$ cat src/dgs_pkg.sv
package dgs_pkg;

    // Fixed field widths
    localparam int SAMPLE_W = 12;
    localparam int VALUE_W  = SAMPLE_W + 1;
    localparam int OP_W     = 2;

    // Default sizing
    localparam int FIFO_DEPTH_DEF    = 16;
    localparam int WINDOW_LENGTH_DEF = 16;

    // Pointer placement after reset
    localparam int READ_START    = 6;
    localparam int LOOKAHEAD_GAP = 8;

    // Sample codes
    localparam logic [SAMPLE_W-1:0] SAT_CODE     = 12'hfff;
    localparam logic [SAMPLE_W-1:0] BASELINE_MAX = 12'd63;

    // Operation codes; code 3 is unused and ignored
    typedef enum logic [OP_W-1:0] {
        OP_WR_HIGH = 2'd0,
        OP_WR_LOW  = 2'd1,
        OP_READ    = 2'd2
    } op_t;

    // Registered read data from the sample store, with written flags
    typedef struct packed {
        logic [SAMPLE_W-1:0] hg;
        logic [SAMPLE_W-1:0] lg;
        logic [SAMPLE_W-1:0] look;
        logic                hg_ok;
        logic                lg_ok;
        logic                look_ok;
    } store_rd_t;

endpackage

$ cat src/dual_gain_select_fifo.sv
// A read word is registered in the store read registers, then in the result register.
// Throughput: one word per cycle; writes, reads and ignored codes back to back,
// while item_ready is high. Writes and ignored codes give no result word.
// Reset: write pointers 0, read pointer 6, look-ahead pointer 14 (mod depth),
// window count 0; every sample entry reads as zero until it is written.
module dual_gain_select_fifo #(
    parameter int FIFO_DEPTH    = dgs_pkg::FIFO_DEPTH_DEF,
    parameter int WINDOW_LENGTH = dgs_pkg::WINDOW_LENGTH_DEF
) (
    input  logic                         clk,
    input  logic                         rst_n,
    input  logic                         item_valid,
    output logic                         item_ready,
    input  logic [dgs_pkg::OP_W-1:0]     operation,
    input  logic [dgs_pkg::SAMPLE_W-1:0] sample,
    output logic                         result_valid,
    input  logic                         result_ready,
    output logic [dgs_pkg::VALUE_W-1:0]  selected_value,
    output logic                         baseline_flag
);
    import dgs_pkg::*;

    op_t       op;
    logic      accept;
    logic      wr_hi;
    logic      wr_lo;
    logic      rd;
    logic      s1_valid_reg;
    logic      s1_valid_next;
    logic      s1_adv;
    store_rd_t rd_data;

    // Operation decode on the accepted word
    assign op     = op_t'(operation);
    assign accept = item_valid && item_ready;
    assign wr_hi  = accept && (op == OP_WR_HIGH);
    assign wr_lo  = accept && (op == OP_WR_LOW);
    assign rd     = accept && (op == OP_READ);

    // Read stage moves on when the result register is free or being drained
    assign s1_adv     = s1_valid_reg && (!result_valid || result_ready);
    assign item_ready = !s1_valid_reg || s1_adv;

    always_comb
    begin
        s1_valid_next = s1_valid_reg;
        if (rd)
        begin
            s1_valid_next = 1'b1;
        end
        else if (s1_adv)
        begin
            s1_valid_next = 1'b0;
        end
    end

    always_ff @(posedge clk or negedge rst_n)
    begin
        if (!rst_n)
        begin
            s1_valid_reg <= 1'b0;
        end
        else
        begin
            s1_valid_reg <= s1_valid_next;
        end
    end

    dgs_store #(
        .FIFO_DEPTH (FIFO_DEPTH)
    ) u_store (
        .clk     (clk),
        .rst_n   (rst_n),
        .wr_hi   (wr_hi),
        .wr_lo   (wr_lo),
        .rd      (rd),
        .wr_data (sample),
        .rd_data (rd_data)
    );

    dgs_select #(
        .WINDOW_LENGTH (WINDOW_LENGTH)
    ) u_select (
        .clk            (clk),
        .rst_n          (rst_n),
        .adv            (s1_adv),
        .rd_data        (rd_data),
        .result_ready   (result_ready),
        .result_valid   (result_valid),
        .selected_value (selected_value),
        .baseline_flag  (baseline_flag)
    );

`ifndef SYNTH
    a_stall_cause: assert property (@(posedge clk) disable iff (!rst_n)
        !item_ready |-> s1_valid_reg && result_valid)
        else $error("input stalled with a free pipeline");

    a_stall_hold: assert property (@(posedge clk) disable iff (!rst_n)
        s1_valid_reg && result_valid && !result_ready |=> s1_valid_reg)
        else $error("read stage word dropped under stall");

    a_read_enters: assert property (@(posedge clk) disable iff (!rst_n)
        item_valid && item_ready && (operation == OP_READ) |=> s1_valid_reg)
        else $error("accepted read word missing from read stage");
`endif

endmodule

$ cat src/dgs_store.sv
module dgs_store #(
    parameter int FIFO_DEPTH = dgs_pkg::FIFO_DEPTH_DEF
) (
    input  logic                        clk,
    input  logic                        rst_n,
    input  logic                        wr_hi,
    input  logic                        wr_lo,
    input  logic                        rd,
    input  logic [dgs_pkg::SAMPLE_W-1:0] wr_data,
    output dgs_pkg::store_rd_t          rd_data
);
    import dgs_pkg::*;

    localparam int AW = $clog2(FIFO_DEPTH);
    localparam logic [AW-1:0] LAST_IDX  = AW'(FIFO_DEPTH - 1);
    localparam logic [AW-1:0] RD_INIT   = AW'(READ_START % FIFO_DEPTH);
    localparam logic [AW-1:0] LOOK_INIT = AW'((READ_START + LOOKAHEAD_GAP) % FIFO_DEPTH);

    // Wrapping increment
    function automatic logic [AW-1:0] wrap_inc(input logic [AW-1:0] idx);
        return (idx == LAST_IDX) ? '0 : idx + 1'b1;
    endfunction

    logic [SAMPLE_W-1:0] hg_mem_reg [FIFO_DEPTH];
    logic [SAMPLE_W-1:0] lg_mem_reg [FIFO_DEPTH];
    logic [FIFO_DEPTH-1:0] hg_ok_reg;
    logic [FIFO_DEPTH-1:0] lg_ok_reg;

    logic [AW-1:0] hg_wr_ptr_reg;
    logic [AW-1:0] lg_wr_ptr_reg;
    logic [AW-1:0] rd_ptr_reg;
    logic [AW-1:0] look_ptr_reg;

    logic [SAMPLE_W-1:0] hg_rd_reg;
    logic [SAMPLE_W-1:0] lg_rd_reg;
    logic [SAMPLE_W-1:0] look_rd_reg;
    logic                hg_ok_rd_reg;
    logic                lg_ok_rd_reg;
    logic                look_ok_rd_reg;

    // Pointers and written flags; an unwritten entry reads as zero
    always_ff @(posedge clk or negedge rst_n)
    begin
        if (!rst_n)
        begin
            hg_wr_ptr_reg <= '0;
            lg_wr_ptr_reg <= '0;
            rd_ptr_reg    <= RD_INIT;
            look_ptr_reg  <= LOOK_INIT;
            hg_ok_reg     <= '0;
            lg_ok_reg     <= '0;
        end
        else
        begin
            if (wr_hi)
            begin
                hg_ok_reg[hg_wr_ptr_reg] <= 1'b1;
                hg_wr_ptr_reg            <= wrap_inc(hg_wr_ptr_reg);
            end
            if (wr_lo)
            begin
                lg_ok_reg[lg_wr_ptr_reg] <= 1'b1;
                lg_wr_ptr_reg            <= wrap_inc(lg_wr_ptr_reg);
            end
            if (rd)
            begin
                rd_ptr_reg   <= wrap_inc(rd_ptr_reg);
                look_ptr_reg <= wrap_inc(look_ptr_reg);
            end
        end
    end

    // High-gain memory: one write port, two read ports
    always_ff @(posedge clk)
    begin
        if (wr_hi)
        begin
            hg_mem_reg[hg_wr_ptr_reg] <= wr_data;
        end
        if (rd)
        begin
            hg_rd_reg   <= hg_mem_reg[rd_ptr_reg];
            look_rd_reg <= hg_mem_reg[look_ptr_reg];
        end
    end

    // Low-gain memory: one write port, one read port
    always_ff @(posedge clk)
    begin
        if (wr_lo)
        begin
            lg_mem_reg[lg_wr_ptr_reg] <= wr_data;
        end
        if (rd)
        begin
            lg_rd_reg <= lg_mem_reg[rd_ptr_reg];
        end
    end

    // Written flags travel with the read data
    always_ff @(posedge clk)
    begin
        if (rd)
        begin
            hg_ok_rd_reg   <= hg_ok_reg[rd_ptr_reg];
            lg_ok_rd_reg   <= lg_ok_reg[rd_ptr_reg];
            look_ok_rd_reg <= hg_ok_reg[look_ptr_reg];
        end
    end

    assign rd_data.hg      = hg_rd_reg;
    assign rd_data.lg      = lg_rd_reg;
    assign rd_data.look    = look_rd_reg;
    assign rd_data.hg_ok   = hg_ok_rd_reg;
    assign rd_data.lg_ok   = lg_ok_rd_reg;
    assign rd_data.look_ok = look_ok_rd_reg;

endmodule

$ cat src/dgs_select.sv
module dgs_select #(
    parameter int WINDOW_LENGTH = dgs_pkg::WINDOW_LENGTH_DEF
) (
    input  logic                         clk,
    input  logic                         rst_n,
    input  logic                         adv,
    input  dgs_pkg::store_rd_t           rd_data,
    input  logic                         result_ready,
    output logic                         result_valid,
    output logic [dgs_pkg::VALUE_W-1:0]  selected_value,
    output logic                         baseline_flag
);
    import dgs_pkg::*;

    localparam int WW = $clog2(WINDOW_LENGTH + 1);
    localparam logic [WW-1:0] WIN_LOAD = WW'(WINDOW_LENGTH);

    logic [WW-1:0]       window_reg;
    logic [WW-1:0]       window_next;
    logic [WW-1:0]       win_loaded;
    logic                valid_reg;
    logic                valid_next;
    logic [VALUE_W-1:0]  value_reg;
    logic [VALUE_W-1:0]  value_next;
    logic                flag_reg;
    logic                flag_next;
    logic [SAMPLE_W-1:0] hg;
    logic [SAMPLE_W-1:0] lg;
    logic [SAMPLE_W-1:0] look;
    logic                use_low;

    // Unwritten entries read as zero
    assign hg   = rd_data.hg_ok   ? rd_data.hg   : '0;
    assign lg   = rd_data.lg_ok   ? rd_data.lg   : '0;
    assign look = rd_data.look_ok ? rd_data.look : '0;

    // Saturation ahead (re)loads the window; the window picks low gain
    always_comb
    begin
        win_loaded = (look == SAT_CODE) ? WIN_LOAD : window_reg;
        use_low    = (win_loaded != '0);
        value_next = use_low ? {1'b1, lg} : {1'b0, hg};
        flag_next  = !use_low && (hg <= BASELINE_MAX);
        window_next = window_reg;
        if (adv)
        begin
            window_next = use_low ? win_loaded - 1'b1 : '0;
        end
        valid_next = valid_reg;
        if (adv)
        begin
            valid_next = 1'b1;
        end
        else if (result_ready)
        begin
            valid_next = 1'b0;
        end
    end

    // Window count and result valid
    always_ff @(posedge clk or negedge rst_n)
    begin
        if (!rst_n)
        begin
            window_reg <= '0;
            valid_reg  <= 1'b0;
        end
        else
        begin
            window_reg <= window_next;
            valid_reg  <= valid_next;
        end
    end

    // Result word register
    always_ff @(posedge clk)
    begin
        if (adv)
        begin
            value_reg <= value_next;
            flag_reg  <= flag_next;
        end
    end

    assign result_valid   = valid_reg;
    assign selected_value = value_reg;
    assign baseline_flag  = flag_reg;

`ifndef SYNTH
    a_window_range: assert property (@(posedge clk) disable iff (!rst_n)
        window_reg <= WIN_LOAD)
        else $error("window count above its load value");

    a_low_no_flag: assert property (@(posedge clk) disable iff (!rst_n)
        result_valid && selected_value[VALUE_W-1] |-> !baseline_flag)
        else $error("baseline flag set on a low-gain word");
`endif

endmodule

$ cat config.mk
export PLATFORM = sky130hd
export DESIGN_NAME = dual_gain_select_fifo
export DESIGN_NICKNAME = d
export VERILOG_FILES = /design/src/dgs_pkg.sv /design/src/dual_gain_select_fifo.sv /design/src/dgs_store.sv /design/src/dgs_select.sv
export SDC_FILE = /design/constraint.sdc
export NUM_CORES = 1
export LEC_CHECK = 0
export BUFFER_PORTS_ARGS = -buffer_cell sky130_fd_sc_hd__buf_2
export CORE_ASPECT_RATIO = 0.9
export CORE_MARGIN = 2
export CORE_UTILIZATION = 35
export DETAILED_ROUTE_END_ITERATION = 16
export MAX_ROUTING_LAYER = met4
export SLEW_MARGIN = 5
export SYNTH_ARGS = -nofsm -noshare
export SYNTH_HDL_FRONTEND = slang
export SYNTH_HIERARCHICAL = 1
export SYNTH_SLANG_ARGS = --single-unit
$ cat constraint.sdc
create_clock -name clk -period 7.1 [get_ports clk]
set_input_delay 0 -clock clk [delete_from_list [all_inputs] [get_ports clk]]
set_output_delay 0 -clock clk [all_outputs]
set_load 0.005 [all_outputs]
After elaboration in Yosys (flattened, before gate mapping)
Memories as Yosys holds them, arrays and structs flattened. A register that Yosys moved wholly into a read port is not among the register bits.
Index checks and enable logic that the tools add are counted.
{ "word_totals": {"regBits": 72, "mem_count": 2, "inputBits": 18, "ram_bits": 384, "output_inout_bits": 16, "elab_cells": 82} }
{ "op_classes": {"bitwise_logic": 2, "n_lt_le_gt_ge": 7, "n_eq_ne": 7, "n_mux": 28, "n_reduce_logical": 17, "addsub": 5} }
{ "mem_list": {"columns": ["memory", "words", "width", "rd", "rd_clocked_by_memory_dff", "write_ports", "line", "source"], "rows": [
  ["u_store.hg_mem_reg", 16, 12, 2, 2, 1, "dgs_store.sv:24", "logic [SAMPLE_W-1:0] hg_mem_reg [FIFO_DEPTH];"],
  ["u_store.lg_mem_reg", 16, 12, 1, 1, 1, "dgs_store.sv:25", "logic [SAMPLE_W-1:0] lg_mem_reg [FIFO_DEPTH];"]
]} }
{ "op_table": {"columns": ["op", "count"], "rows": [
  ["$mux 12", 3],
  ["$or 16x16->16", 2],
  ["$lt 4x5->1 const B", 4],
  ["$add 4x1->4 const B", 4],
  ["$eq 4x4->1 const B", 4],
  ["$mux 4", 4],
  ["$mux 1", 13],
  ["$mux 13", 1],
  ["$bmux 1 s4", 3],
  ["$eq 12x12->1 const B", 1],
  ["$le 12x6->1 const B", 1],
  ["$mux 5", 2],
  ["$demux 1 s4", 2],
  ["$ge 4x1->1 const B", 2],
  ["$logic_and 1x1->1", 8],
  ["$reduce_bool 5->1", 1],
  ["$sub 5x1->5 const B", 1],
  ["$reduce_bool 2->1", 2],
  ["$logic_not 1->1", 3],
  ["$eq 2x1->1 const B", 1],
  ["$eq 2x2->1 const B", 1],
  ["$logic_not 2->1", 1],
  ["$logic_or 1x1->1", 2]
]} }

Logic depth before layout (Yosys ltp)
{ "depth": {"depth_word": 8, "mapped_depth": 8, "mapped_depth_nobuf": 5} }

Modules after synthesis
The synthesis kept the hierarchy.
{ "by_module_without_submodules": {"columns": ["module", "area_each_um2", "instances", "seq_area_each_um2", "cells_per_inst"], "rows": [
  ["dgs_store", 19718.9, 1, 13909.6, 1075],
  ["dgs_select", 1014.7, 1, 570.5, 92],
  ["dual_gain_select_fifo", 88.8, 1, 25.0, 11]
]} }

Least setup slack after synthesis
Ideal clock, no wire load.
{ "synth_timing": {"path_kind": "flip-flop to flip-flop", "startpoint": "reg u_select.valid_reg, in the netlist u_select/result_valid", "endpoint": "reg u_store.rd_ptr_reg[3]", "setup_time_ns": 0.136, "stages_incl_launch_ff": 7, "setup_slack_ns": 3.939, "synth_period_minus_slack_ns": 3.161, "arrival_time_ns": 3.026, "t_required_ns": 6.964, "path_buffers": 1, "cell_sequence": "dfrtp_1 and3b_2 nor2_1 clkbuf_1 nand2_1 o21ai_0 o21ai_0"} }
{ "synth_between": {"elab_chain_cells": 6} }
{ "synth_rtl": {"columns": ["item", "line", "source"], "rows": [
  ["from (decl)", "dgs_select.sv:21", "logic valid_reg;"],
  ["from (signal assigned)", "dgs_select.sv:71", "valid_reg <= valid_next;"],
  ["$logic_not 1->1", "dual_gain_select_fifo.sv:41", "assign s1_adv = s1_valid_reg && (!result_valid || result_ready);"],
  ["$logic_or 1x1->1", "dual_gain_select_fifo.sv:41", null],
  ["$logic_and 1x1->1", "dual_gain_select_fifo.sv:41", null],
  ["$logic_or 1x1->1", "dual_gain_select_fifo.sv:42", "assign item_ready = !s1_valid_reg || s1_adv;"],
  ["$logic_and 1x1->1", "dual_gain_select_fifo.sv:35", "assign accept = item_valid && item_ready;"],
  ["$logic_and 1x1->1", "dual_gain_select_fifo.sv:38", "assign rd = accept && (op == OP_READ);"],
  ["via rd", "dual_gain_select_fifo.sv:27", "logic rd;"],
  ["to (signal assigned)", "dgs_store.sv:67", "rd_ptr_reg <= wrap_inc(rd_ptr_reg);"],
  ["to (decl)", "dgs_store.sv:31", "logic [AW-1:0] rd_ptr_reg;"]
]} }
The timed path passes the listed nets, and every way through them passes these cells.
A chain may end at the register's enable or synchronous reset.

==> flow_summary.toml <==
[clocking]
clock_insertion_delay_at_the_later_pin_of_the_skew_report_ps = 560
clk_pin_slew_ps = 60
cts.htree.levels = 2
cts_buffers = 47
clock_path_buffers = 3
cts_root_buffer = "clkbuf_16"
clock_sink_count = 492
cts_tree = "done"

[grt]
grt_pass1_wl_um = 75400
initial_antenna_violation_count = 1
first_global_vias = 11416
gr_usage_total_pct = 17.2
pin_count_of_the_biggest_net_entering_global_routing = 61
overflow = 0

[sta]
timing_max_transition_violations_final = 0
rsz0062_at_grt = "false"
worst_clock_skew_ps = 16.8
setup_tns_ps = 0
timing.final.crit_share_pct = 47.5
clock.fmax_ghz = 0.297
slew_headroom_pct = 14.0
finalHoldViolCount = 0
max_slew.worst_pin.slew_ps = 1290
setup-violations-final = 0
finalCriticalPeriod_ps = 3370

[yosys]
syn_nets = 1206
synth_ff_type = "edfxtp_1"
synthDistinctLibCells = 45
yosysSeqAreaShare_pct = 69.7
synthArstFlopShare_pct = 11.2
postSynthAreaPerCell_um2 = 17.7
syn-instance-count = 1178
postSynthRegisterBits = 492
synth.cell_area_um2 = 20800
yosysWarningCount = 6
synth_edf_count = 437

[pwr]
intPower_mw = 5.94
power.density_cell_area_nw_per_um2 = 361
peakVddDrop_uv = 206
net-switching-power_mw = 2.60
power_mw = 8.54
seq_power_share_pct = 43.0
total_leakage_power_nw = 8.14
clock_power_share_pct = 29.3
power_frac_comb_pct = 27.7
switching_share_of_power_pct = 30.4

[routing]
route.detailed.wl_per_inst_um = 24.7
vias_per_cell = 5.44
vias = 11254
detailedRoute.firstIterationViolations = 1147
remaining_drc_errors = 0
ant_nets_after_route = 0
wl_um = 51200
drt_first_pass_iters = 5

[layout]
finish.utilization_pct = 40.3
area_delta_synth_final_pct = 13.6
cell_area_after_layout_um2 = 23700
seqCellArea_um2 = 14500
nets = 1283
multi_input_area_um2 = 5880
fillerInstances = 5242
drive_gt1_share_pct = 22.9

[floorplan]
die-area_um2 = 61500
die-height_um = 235
placement_rows = 84
floorplan.initialDensity_pct = 35.5
die_width_um = 261
num_io_pins = 34
core_um2 = 58600

[outcome]
result_of_the_run = "finished, final reports clean"

[setup_path]
crit_path_start_kind = "flop"
critPathRequiredTime_ps = 7410
reg2reg_to = "u_store/hg_rd_reg[7]"
timing.critical_path.to_type = "flop"
reg2reg_from = "u_store/rd_ptr_reg[1]"
worstRegToRegCells = 6
r2r_slack_ps = 3730
crit_type = "flop to flop"
critPathMaxFanout = 45
crit_arrival_ps = 3680

[min_path]
hold_path_depth = 1
min_path_type = "input pin to flop"
worst_hold_startpoint = "sample[3]"
hold-path-endpoint = "u_store/hg_mem_reg[2][3]"

[placed_design]
detailed_place.area_um2 = 21900
dp_hpwl_um = 30600
final_weighted_congestion_in_routability_driven_placement = 0.841
port-buffer-count = 33

[flow_run]
max-cap-violations = 0
[cell usage after synthesis (2+ instances only)]
master | count | area share [%]
edfxtp_1 | 437 | 63
mux2i_1 | 116 | 5.6
a22oi_1 | 104 | 3.7
nand2_1 | 94 | 1.7
mux4_2 | 90 | 9.7
dfrtp_1 | 50 | 6.0
nand3_1 | 38 | 0.91
nor2_1 | 33 | 0.59
or2_2 | 32 | 0.96
clkbuf_1 | 29 | 0.52
o21ai_0 | 20 | 0.48
buf_4 | 16 | 0.58
mux4_1 | 14 | 1.8
buf_2 | 12 | 0.29
inv_1 | 11 | 0.20
ha_1 | 10 | 0.60
nand2b_1 | 10 | 0.30
a21oi_1 | 6 | 0.14
buf_6 | 6 | 0.32
dfstp_2 | 5 | 0.63
nor3_1 | 5 | 0.12
nand4_1 | 4 | 0.12
nor2b_1 | 4 | 0.12
xnor2_1 | 4 | 0.17
and2_1 | 2 | 0.060
buf_1 | 2 | 0.036
buf_12 | 2 | 0.19
clkbuf_4 | 2 | 0.072
mux2_2 | 2 | 0.11
nor2_2 | 2 | 0.060
nor4_4 | 2 | 0.20
[stage by stage]
step | hold slack [ps] | setup slack (ps) | instances
final | 16.9 | 3730 | 2069
after global routing | 35.6 | 3410 | 2068
after CTS | 2.38 | 3630 | 2068
after detailed placement | 226 | 3670 | 1963
after global placement | 220 | 3680 | 1963
after floorplan | -296 | 3940 | 1178
[layout by cell type, fill, tap and decap left out, drive strengths merged, types with 6 or more instances in the layout]
cell,count
nand2,94
mux4,104
dlygate4sd3,17
buf,82
dfrtp,50
clkbuf,67
mux2i,116
nand2b,11
inv,13
nor2,36
or2,32
a22oi,104
nand3,38
o21ai,20
a21oi,6
clkinv,16
edfxtp,437
ha,10
[kinds of logic (layout without fill, tap and decap cells)]
group,after synthesis,in the layout,share of synthesized area [%]
simple gates,233,233,5.50
buf+inv,83,199,2.35
fa+ha+maj,10,10,0.601
compound gates,134,134,4.53
flops,492,492,69.7
mux,222,222,17.2
other cells,0,1,0
xor+xnor,4,4,0.168
[metal layers]
layer / routed length (µm) / track usage [%] / up-vias
met5: 0 / - / -
met4: 1500 / 5.32 / 0
met3: 4610 / 4.43 / 92
met2: 23200 / 25.5 / 449
met1: 21800 / 23.3 / 5834
li1: - / - / 4879
[cell type report]
type | count | area share (%)
clock inverter | 21 | 0.889
clock buffer | 67 | 5.63
multi-input combinational | 603 | 24.8
timing repair buffer | 99 | 2.97
antenna | 1 | 0.0106
sequential | 492 | 61.3
tap | 774 | 4.09
inverter | 12 | 0.212
[timing repair]
action | CTS | global route
gates resized for setup | 0 | 0
hold buffers | 17 | 0
buffers inserted | 0 | 0
hold endpoints to repair | 343 | 0
[power by group through the flow]
stage | logic (mW) | registers [mW] | clock network [mW]
global route | 2.53 | 3.71 | 2.67
CTS | 2.37 | 3.68 | 2.56
finish | 2.36 | 3.67 | 2.50
floorplan | 1.86 | 3.57 | 0
detailed placement | 2.36 | 3.74 | 0
global placement | 2.33 | 3.73 | 0
[worst max path at each step]
| stage | startpoint | end | slack [ps] | cells past startpoint |
|---|---|---|---|---|
| finish | u_store/rd_ptr_reg[1] | u_store/hg_rd_reg[7] | 3730 | 6 |
| global route | u_store/rd_ptr_reg[1] | u_store/hg_ok_rd_reg | 3410 | 6 |
| CTS | u_store/rd_ptr_reg[1] | u_store/hg_rd_reg[7] | 3630 | 6 |
| detailed placement | u_store/rd_ptr_reg[1] | u_store/hg_rd_reg[6] | 3670 | 6 |
| global placement | u_store/rd_ptr_reg[1] | u_store/hg_rd_reg[5] | 3680 | 6 |
| floorplan | u_select/result_valid | u_store/rd_ptr_reg[3] | 3940 | 6 |
[critical path, cell delays in order (launching register included)]
cell and delay (ps):
dfstp_4 1090, buf_4 810, buf_4 610, mux2i_1 250
a22oi_1 120, nand3_1 160, nand2_1 60
Note: power is estimated with default switching activity, not from simulation.
